## src/rtl/tcs_pkg.sv

```systemverilog
`timescale 1ns / 1ps
// ----------------------------------------------------------------------------
// tcs_pkg
// Shared types and constants for the text field/column selector.
// ----------------------------------------------------------------------------
package tcs_pkg;

    localparam int unsigned SEL_REGS        = 6;
    localparam int unsigned RANGE_COUNT_DEF = 6;
    localparam int unsigned POS_W           = 16;
    localparam int unsigned BYTE_W          = 8;
    localparam int unsigned RANGE_W         = 32;
    localparam int unsigned CFG_IDX_W       = 3;

    localparam logic [BYTE_W-1:0] NEWLINE_BYTE   = 8'd10;
    localparam logic [BYTE_W-1:0] DELIM_RESET    = 8'd9;
    localparam logic [POS_W-1:0]  POS_FIRST      = 16'd1;
    localparam logic [POS_W-1:0]  POS_MAX        = 16'hFFFF;

    // register indexes
    localparam logic [CFG_IDX_W-1:0] REG_SELECT_MODE = 3'd0;
    localparam logic [CFG_IDX_W-1:0] REG_FIELD_DELIM = 3'd1;
    localparam logic [CFG_IDX_W-1:0] REG_RANGE_BASE  = 3'd2;

    localparam logic MODE_FIELD = 1'b0;
    localparam logic MODE_BYTE  = 1'b1;

    typedef logic [SEL_REGS-1:0][RANGE_W-1:0] range_set_t;

    typedef struct packed {
        logic              select_mode;
        logic [BYTE_W-1:0] field_delimiter;
        range_set_t        ranges;
    } tcs_cfg_t;

endpackage

```

## src/rtl/tcs_cfg_regs.sv

```systemverilog
`timescale 1ns / 1ps
// ----------------------------------------------------------------------------
// tcs_cfg_regs
// Configuration register file: mode, delimiter and six range words.
// ----------------------------------------------------------------------------
module tcs_cfg_regs
    import tcs_pkg::*;
(
    input  logic                 aclk,
    input  logic                 aresetn,
    input  logic                 cfg_valid,
    input  logic [CFG_IDX_W-1:0] cfg_index,
    input  logic [RANGE_W-1:0]   cfg_data,
    output tcs_cfg_t             cfg
);

    tcs_cfg_t cfg_reg;
    tcs_cfg_t cfg_next;
    logic [CFG_IDX_W-1:0] range_idx;

    assign range_idx = cfg_index - REG_RANGE_BASE;

    always_comb begin
        cfg_next = cfg_reg;
        if (cfg_valid) begin
            if (cfg_index == REG_SELECT_MODE) begin
                cfg_next.select_mode = cfg_data[0];
            end else if (cfg_index == REG_FIELD_DELIM) begin
                cfg_next.field_delimiter = cfg_data[BYTE_W-1:0];
            end else begin
                cfg_next.ranges[range_idx] = cfg_data;
            end
        end
    end

    always_ff @(posedge aclk) begin
        if (!aresetn) begin
            cfg_reg.select_mode     <= MODE_FIELD;
            cfg_reg.field_delimiter <= DELIM_RESET;
            cfg_reg.ranges          <= '0;
        end else begin
            cfg_reg <= cfg_next;
        end
    end

    assign cfg = cfg_reg;

endmodule

```

## src/rtl/tcs_range_match.sv

```systemverilog
`timescale 1ns / 1ps
// ----------------------------------------------------------------------------
// tcs_range_match
// Checks one position against the active ranges in parallel.
// ----------------------------------------------------------------------------
module tcs_range_match
    import tcs_pkg::*;
#(
    parameter int unsigned RANGE_COUNT = RANGE_COUNT_DEF
) (
    input  logic [POS_W-1:0] pos,
    input  range_set_t       ranges,
    output logic             hit
);

    logic [RANGE_COUNT-1:0] hits;

    always_comb begin
        for (int k = 0; k < RANGE_COUNT; k++) begin
            hits[k] = (ranges[k][RANGE_W-1:POS_W] != '0)
                   && (pos >= ranges[k][RANGE_W-1:POS_W])
                   && (pos <= ranges[k][POS_W-1:0]);
        end
    end

    assign hit = |hits;

endmodule

```

## src/rtl/text_field_column_selector.sv

```systemverilog
`timescale 1ns / 1ps
// ----------------------------------------------------------------------------
// text_field_column_selector
// Streaming cut-style selector: passes bytes of selected fields or positions.
//
//   channel | signals                                  | direction
//   --------+------------------------------------------+----------
//   s_      | s_valid, s_ready, s_text_byte[7:0]       | in
//   m_      | m_valid, m_ready, m_out_byte[7:0]        | out
//   cfg_    | cfg_valid, cfg_ready, cfg_index, cfg_data| in
//
// One word accepted per cycle while the output is not stalled; each word yields
// zero or one output word. Each word passes the input register, then selection
// logic into the output register, which drives m_valid.
// Words that produce no output retire without waiting on m_ready.
// Synchronous active-low reset clears line state and configuration.
// cfg_ready is always high.
// ----------------------------------------------------------------------------
module text_field_column_selector
    import tcs_pkg::*;
#(
    parameter int unsigned RANGE_COUNT = RANGE_COUNT_DEF
) (
    input  logic                 aclk,
    input  logic                 aresetn,
    input  logic                 s_valid,
    output logic                 s_ready,
    input  logic [BYTE_W-1:0]    s_text_byte,
    output logic                 m_valid,
    input  logic                 m_ready,
    output logic [BYTE_W-1:0]    m_out_byte,
    input  logic                 cfg_valid,
    output logic                 cfg_ready,
    input  logic [CFG_IDX_W-1:0] cfg_index,
    input  logic [RANGE_W-1:0]   cfg_data
);

    tcs_cfg_t cfg;

    logic              in_valid_reg, in_valid_next;
    logic [BYTE_W-1:0] in_byte_reg;
    logic              out_valid_reg, out_valid_next;
    logic [BYTE_W-1:0] out_byte_reg;
    logic [POS_W-1:0]  pos_reg, pos_next;
    logic              earlier_reg, earlier_next;

    logic [POS_W-1:0]  pos_adv;
    logic              cur_sel, adv_sel;
    logic              is_nl, is_delim, emit, process;

    assign cfg_ready = 1'b1;

    tcs_cfg_regs u_cfg (
        .aclk      (aclk),
        .aresetn   (aresetn),
        .cfg_valid (cfg_valid),
        .cfg_index (cfg_index),
        .cfg_data  (cfg_data),
        .cfg       (cfg)
    );

    assign pos_adv = (pos_reg == POS_MAX) ? pos_reg : pos_reg + POS_FIRST;

    tcs_range_match #(.RANGE_COUNT(RANGE_COUNT)) u_match_cur (
        .pos    (pos_reg),
        .ranges (cfg.ranges),
        .hit    (cur_sel)
    );

    tcs_range_match #(.RANGE_COUNT(RANGE_COUNT)) u_match_adv (
        .pos    (pos_adv),
        .ranges (cfg.ranges),
        .hit    (adv_sel)
    );

    assign is_nl    = (in_byte_reg == NEWLINE_BYTE);
    assign is_delim = (in_byte_reg == cfg.field_delimiter);

    always_comb begin
        pos_next     = pos_reg;
        earlier_next = earlier_reg;
        emit         = 1'b0;
        if (is_nl) begin
            pos_next     = POS_FIRST;
            earlier_next = 1'b0;
            emit         = 1'b1;
        end else if (cfg.select_mode == MODE_BYTE) begin
            pos_next = pos_adv;
            emit     = cur_sel;
        end else if (is_delim) begin
            earlier_next = earlier_reg | cur_sel;
            pos_next     = pos_adv;
            emit         = adv_sel & earlier_next;
        end else begin
            emit = cur_sel;
        end
    end

    assign process = in_valid_reg && (!out_valid_reg || m_ready || !emit);
    assign s_ready = !in_valid_reg || process;

    always_comb begin
        in_valid_next = in_valid_reg;
        if (s_valid && s_ready) begin
            in_valid_next = 1'b1;
        end else if (process) begin
            in_valid_next = 1'b0;
        end
        out_valid_next = out_valid_reg;
        if (process && emit) begin
            out_valid_next = 1'b1;
        end else if (m_ready) begin
            out_valid_next = 1'b0;
        end
    end

    always_ff @(posedge aclk) begin
        if (!aresetn) begin
            in_valid_reg  <= 1'b0;
            out_valid_reg <= 1'b0;
            pos_reg       <= POS_FIRST;
            earlier_reg   <= 1'b0;
        end else begin
            in_valid_reg  <= in_valid_next;
            out_valid_reg <= out_valid_next;
            if (process) begin
                pos_reg     <= pos_next;
                earlier_reg <= earlier_next;
            end
        end
    end

    always_ff @(posedge aclk) begin
        if (s_valid && s_ready) begin
            in_byte_reg <= s_text_byte;
        end
        if (process && emit) begin
            out_byte_reg <= in_byte_reg;
        end
    end

    assign m_valid    = out_valid_reg;
    assign m_out_byte = out_byte_reg;

    // position counter never reaches zero
    a_pos_nonzero: assert property (@(posedge aclk) disable iff (!aresetn)
        pos_reg != '0)
        else $error("position counter is zero");

    // newline always restarts the line and is passed
    a_nl_restart: assert property (@(posedge aclk) disable iff (!aresetn)
        process && is_nl |=> pos_reg == POS_FIRST && !earlier_reg
                             && m_valid && m_out_byte == NEWLINE_BYTE)
        else $error("newline did not restart line");

    // an emitting word never overwrites a pending output word
    a_no_overwrite: assert property (@(posedge aclk) disable iff (!aresetn)
        process && emit |-> !out_valid_reg || m_ready)
        else $error("output word overwritten");

    // a non-delimiter word in field mode leaves the counter unchanged
    a_field_hold: assert property (@(posedge aclk) disable iff (!aresetn)
        process && !is_nl && !is_delim && cfg.select_mode == MODE_FIELD
        |=> $stable(pos_reg))
        else $error("field counter moved on ordinary byte");

    // input register is empty and m_valid is low in the cycle after reset
    a_reset_empty: assert property (@(posedge aclk)
        !aresetn |=> !in_valid_reg && !m_valid)
        else $error("pipeline not empty after reset");

endmodule

```

## config.mk

```make
export PLATFORM = sky130hd
export DESIGN_NAME = text_field_column_selector
export DESIGN_NICKNAME = d
export VERILOG_FILES = /design/src/rtl/tcs_pkg.sv /design/src/rtl/tcs_cfg_regs.sv /design/src/rtl/tcs_range_match.sv /design/src/rtl/text_field_column_selector.sv
export SDC_FILE = /design/constraint.sdc
export NUM_CORES = 1
export LEC_CHECK = 0
export ABC_AREA = 0
export BUFFER_PORTS_ARGS = -buffer_cell sky130_fd_sc_hd__buf_4
export CORE_AREA = 2 2 200 251
export DETAILED_ROUTE_END_ITERATION = 7
export DIE_AREA = 0 0 202 253
export SLEW_MARGIN = 20
export SYNTH_ARGS = -nofsm -noshare
export SYNTH_HDL_FRONTEND = slang
export SYNTH_HIERARCHICAL = 1
export SYNTH_SLANG_ARGS = --single-unit
```

## constraint.sdc

```tcl
create_clock -name aclk -period 9.5 [get_ports aclk]
set_clock_uncertainty 0.05 [all_clocks]
set_input_delay 1.9 -clock aclk [delete_from_list [all_inputs] [get_ports aclk]]
set_output_delay 1.9 -clock aclk [all_outputs]
set_load 0.01 [all_outputs]
```

==> results.txt <==
The tools report the worst-case setup margin in the final layout as 1.160 ns. The slowest stage cell on the critical path was sky130_fd_sc_hd__xor2_1. The die outline width came out at 202 µm. The average instance in the mapped netlist occupies 8.548 µm². The core box area was 48850 µm². Endpoint kind of the worst setup timing path: an output port.

The number of cells in the design after placement was 2928. The initial utilization of the core area, before any placement, comes to 39.37%. The power density of the placed cells was 118.8 nW/µm²; the post-detailed-route count of antenna-violating nets was 0. The run gives 1.824 ns as the pre-CTS setup slack. The library cells used most frequently in the layout, excluding fill and tap cells, are sky130_fd_sc_hd__ha_1 (385), sky130_fd_sc_hd__inv_1 (375), sky130_fd_sc_hd__nand2_1 (315). The cell area after layout is 21300 µm², and the number of levels in the clock H-tree is 1. Relative to the synthesized area, the layout overhead comes to 10.73%. The filler cells instantiated in the layout total 4765.

Dividing the final minimum period by the clock period gives 87.79%. The run gives 0 as the max-slew violation total from the final report. Entering global routing, the biggest net connects 107 pins.

Clock latency on the worst-skew pair, taken at its later pin, is 0.58 ns. Dividing the detail-routed wire length by the instance count gives 22.73 µm. Among the stages of the critical path, the cell type that occurs most often is sky130_fd_sc_hd__nor2_1. The number of buffers and inverters on the critical path was 2.

On the worst path, the slowest cell contributes a delay of 0.87 ns. The routed layout has 16550 vias. In this run, CTS created clock tree buffers numbering 27. After routing, the total negative slack on setup checks comes to 0 ns.

The cell count after synthesis came out at 2250. The repair_antennas step left the layout with diodes totalling 0. After clock tree synthesis, the setup repair step added 0 buffers.

The logs give 2.530 mW for the power consumption and 0 for the number of antenna violations at the first check in global routing. The register with the most flip-flops in the layout has 201 of them. Among all flip-flop cells after synthesis, the most frequent one is sky130_fd_sc_hd__dfxtp_1. On the final layout, the worst hold slack is 0.4325 ns. Setup violations remaining at the end of the flow were counted as 0. The library cell used most frequently in the layout, excluding fill and tap cells, is sky130_fd_sc_hd__ha_1. At the worst endpoint, the required time is 7.55 ns.

The net count after synthesis is 2683, and the number of hold-slack violations in the final timing report is 0. In this run the tightest slew margin relative to its limit is 22.73%. For the worst setup path, the data arrival time is 6.39 ns.

The run finished with clean final reports. TritonCTS built the clock tree. The number of synthesized register bits came out at 236. Leakage power total: 9.812 nW.

The tree is rooted in a sky130_fd_sc_hd__clkbuf_16. The first global-routing pass estimated 100400 µm of wire. End-of-flow core utilization: 43.60%. Vias per cell: 5.554. The initialized floorplan defines 91 standard-cell rows.

The fraction of registers with async set or reset after synthesis is 0%, and the area taken by flip-flops and latches is 4885 µm². The critical path is of the flip-flop to output port type. Counting flops with a built-in enable in the synthesized netlist gives 16.

The critical path goes through ha_1 > nand3_1 > nor2_1 > and2_1 > nor4b_1 > xor2_1 > buf_4 > ha_1 > nand2_1 > nor2_1 > a211oi_1 > o21ai_0 > a211oi_1 > a211o_1 > nand4b_1 > o21a_1 > nor2_1 > a41oi_4 > and2_2 > nand2_1 > buf_4. The I/O pin count is 59. The cell family contributing the most delay on the critical path is simple AND/OR/NAND/NOR gates. The number of max-capacitance violations reported was 0. For the cell area after technology mapping, the log shows 19230 µm².

After clock tree synthesis, the flow added hold-fix buffers numbering 0. The area taken by multi-input logic gates came out at 12560 µm². During synthesis, Yosys emitted a total of 6 warnings.

The pre-antenna-repair detailed-routing pass consisted of 4 iterations. The path class of the lowest-slack min-delay path was flip-flop to flip-flop. For this run, design rule violations remaining after detail routing come to 0.

The fraction of final layout cells with drive strength greater than 1 was 7.900%; the die area was 51110 µm². The clock-pin slew reported for the worst setup and hold paths after clock tree synthesis was 0.06 ns. The detailed router finished its first iteration with 1018 violations.

Summing the sequential cell areas from Yosys gives 25.40% of the chip area. For the all-layer global routing usage, the log shows 26.25%. For the remaining global-route overflow, the log shows 0. In this run the cell area measured after placement is 20320 µm². The run gives 3 as the clock tree buffer depth. From bottom edge to top edge, the die measures 253 µm. The worst-case IR drop observed on VDD is 0.1364 mV. Achievable frequency: 0.1199 GHz. STA classifies the critical path startpoint as a flip-flop.

The minimum clock period after layout came out at 8.340 ns. Counting every sink on the clock net gives 236. Wires add up to 67720 µm. The finished layout holds 2980 standard cells, fillers aside. At the pin with the least slew margin, the transition time is 1.156 ns.

For the number of global-route vias before repair, the log shows 16700. The congestion estimate from routability-driven global placement came to 0.9443. The number of I/O port buffers was 57. Setup repair after global routing left no endpoint under its margin.

In this run, distinct cell masters in the synthesized netlist total 78. The number of gates resized after cts is 0. For this run, the post-layout net count is 2741.

In this run the worst path has a maximum fanout of 17. The sum of net half-perimeters after detailed placement was 51080 µm.
[worst register-to-register path, delay by kind of cell, from the launching register on]
family | cells | cell delay (ns)
fa+ha+maj | 2 | 0.62
simple gates | 9 | 1.44
compound gates | 8 | 2.24
xor+xnor | 1 | 0.87
buf+inv | 2 | 0.65
flops | 1 | 0.84
[synthesized netlist by cell type (12+ instances only)]
library cell	instances	share of area (%)
sky130_fd_sc_hd__buf_2	16	0.42
sky130_fd_sc_hd__mux2i_1	202	11
sky130_fd_sc_hd__o21a_1	13	0.51
sky130_fd_sc_hd__o211ai_1	14	0.55
sky130_fd_sc_hd__nor3_1	12	0.31
sky130_fd_sc_hd__clkbuf_1	15	0.29
sky130_fd_sc_hd__inv_1	375	7.3
sky130_fd_sc_hd__nor2b_1	19	0.62
sky130_fd_sc_hd__a21boi_0	13	0.51
sky130_fd_sc_hd__nor2_1	54	1.1
sky130_fd_sc_hd__ha_1	385	25
sky130_fd_sc_hd__a21oi_1	139	3.6
sky130_fd_sc_hd__nor4_1	62	2.0
sky130_fd_sc_hd__edfxtp_1	16	2.5
sky130_fd_sc_hd__nand2_1	315	6.1
sky130_fd_sc_hd__o21ai_0	22	0.57
sky130_fd_sc_hd__nand4_1	78	2.5
sky130_fd_sc_hd__dfxtp_1	220	23
sky130_fd_sc_hd__a211oi_1	16	0.62
sky130_fd_sc_hd__buf_4	18	0.70
sky130_fd_sc_hd__a21o_1	26	1.0
sky130_fd_sc_hd__nand3_1	47	1.2
[logic make-up (layout without fill, tap and decap cells)]
| logic type | Yosys count | in the layout | synth area share [%] |
|---|---|---|---|
| flip-flops | 236 | 236 | 25.40 |
| multiplexers | 204 | 204 | 10.63 |
| other | 1 | 1 | 0.01950 |
| XOR/XNOR | 19 | 19 | 1.060 |
| AO/OA/AOI/OAI | 330 | 330 | 11.80 |
| AND/OR/NAND/NOR | 641 | 641 | 16.62 |
| adder cells (fa/ha/maj) | 385 | 385 | 25.05 |
| buffers and inverters | 434 | 513 | 9.427 |
[layer usage]
| layer | vias to the layer above | routed length (µm) | global-route usage [%] | part of all wire (%) |
|---|---|---|---|---|
| met2 | 478 | 33670 | 47.63 | 50 |
| li1 | 7995 | - | - | - |
| met4 | 0 | 4513 | 15.99 | 6.7 |
| met5 | - | 0 | 0 | 0 |
| met1 | 7908 | 26800 | 29.75 | 40 |
| met3 | 169 | 2738 | 2.317 | 4.0 |
[worst paths after layout]
check | slack, ns | depth (start not counted) | to | from
worst max register to register | 2.69 | 22 | pos_reg[1] | pos_reg[1]
worst max-delay path | 1.16 | 21 | s_ready | pos_reg[1]
worst min-delay path | 0.43 | 2 | u_cfg/cfg[162] | u_cfg/cfg[162]
worst min register to register | 0.43 | 2 | u_cfg/cfg[162] | u_cfg/cfg[162]
[report_power, final]
part | internal, mW | total (mW) | switching (mW)
Clock | 0.664 | 1.12 | 0.454
Sequential | 1.03 | 1.06 | 0.0324
Combinational | 0.132 | 0.352 | 0.220
Total | 1.82 | 2.53 | 0.707
[final cells by class]
type | count | area share (%)
Timing Repair Buffer | 88 | 3.190
Clock buffer | 34 | 3.490
Clock inverter | 16 | 0.9518
Sequential cell | 236 | 22.94
Tap cell | 651 | 3.825
Inverter | 375 | 6.609
Multi-Input combinational cell | 1580 | 59.00
(Power assumes the default switching activity.)
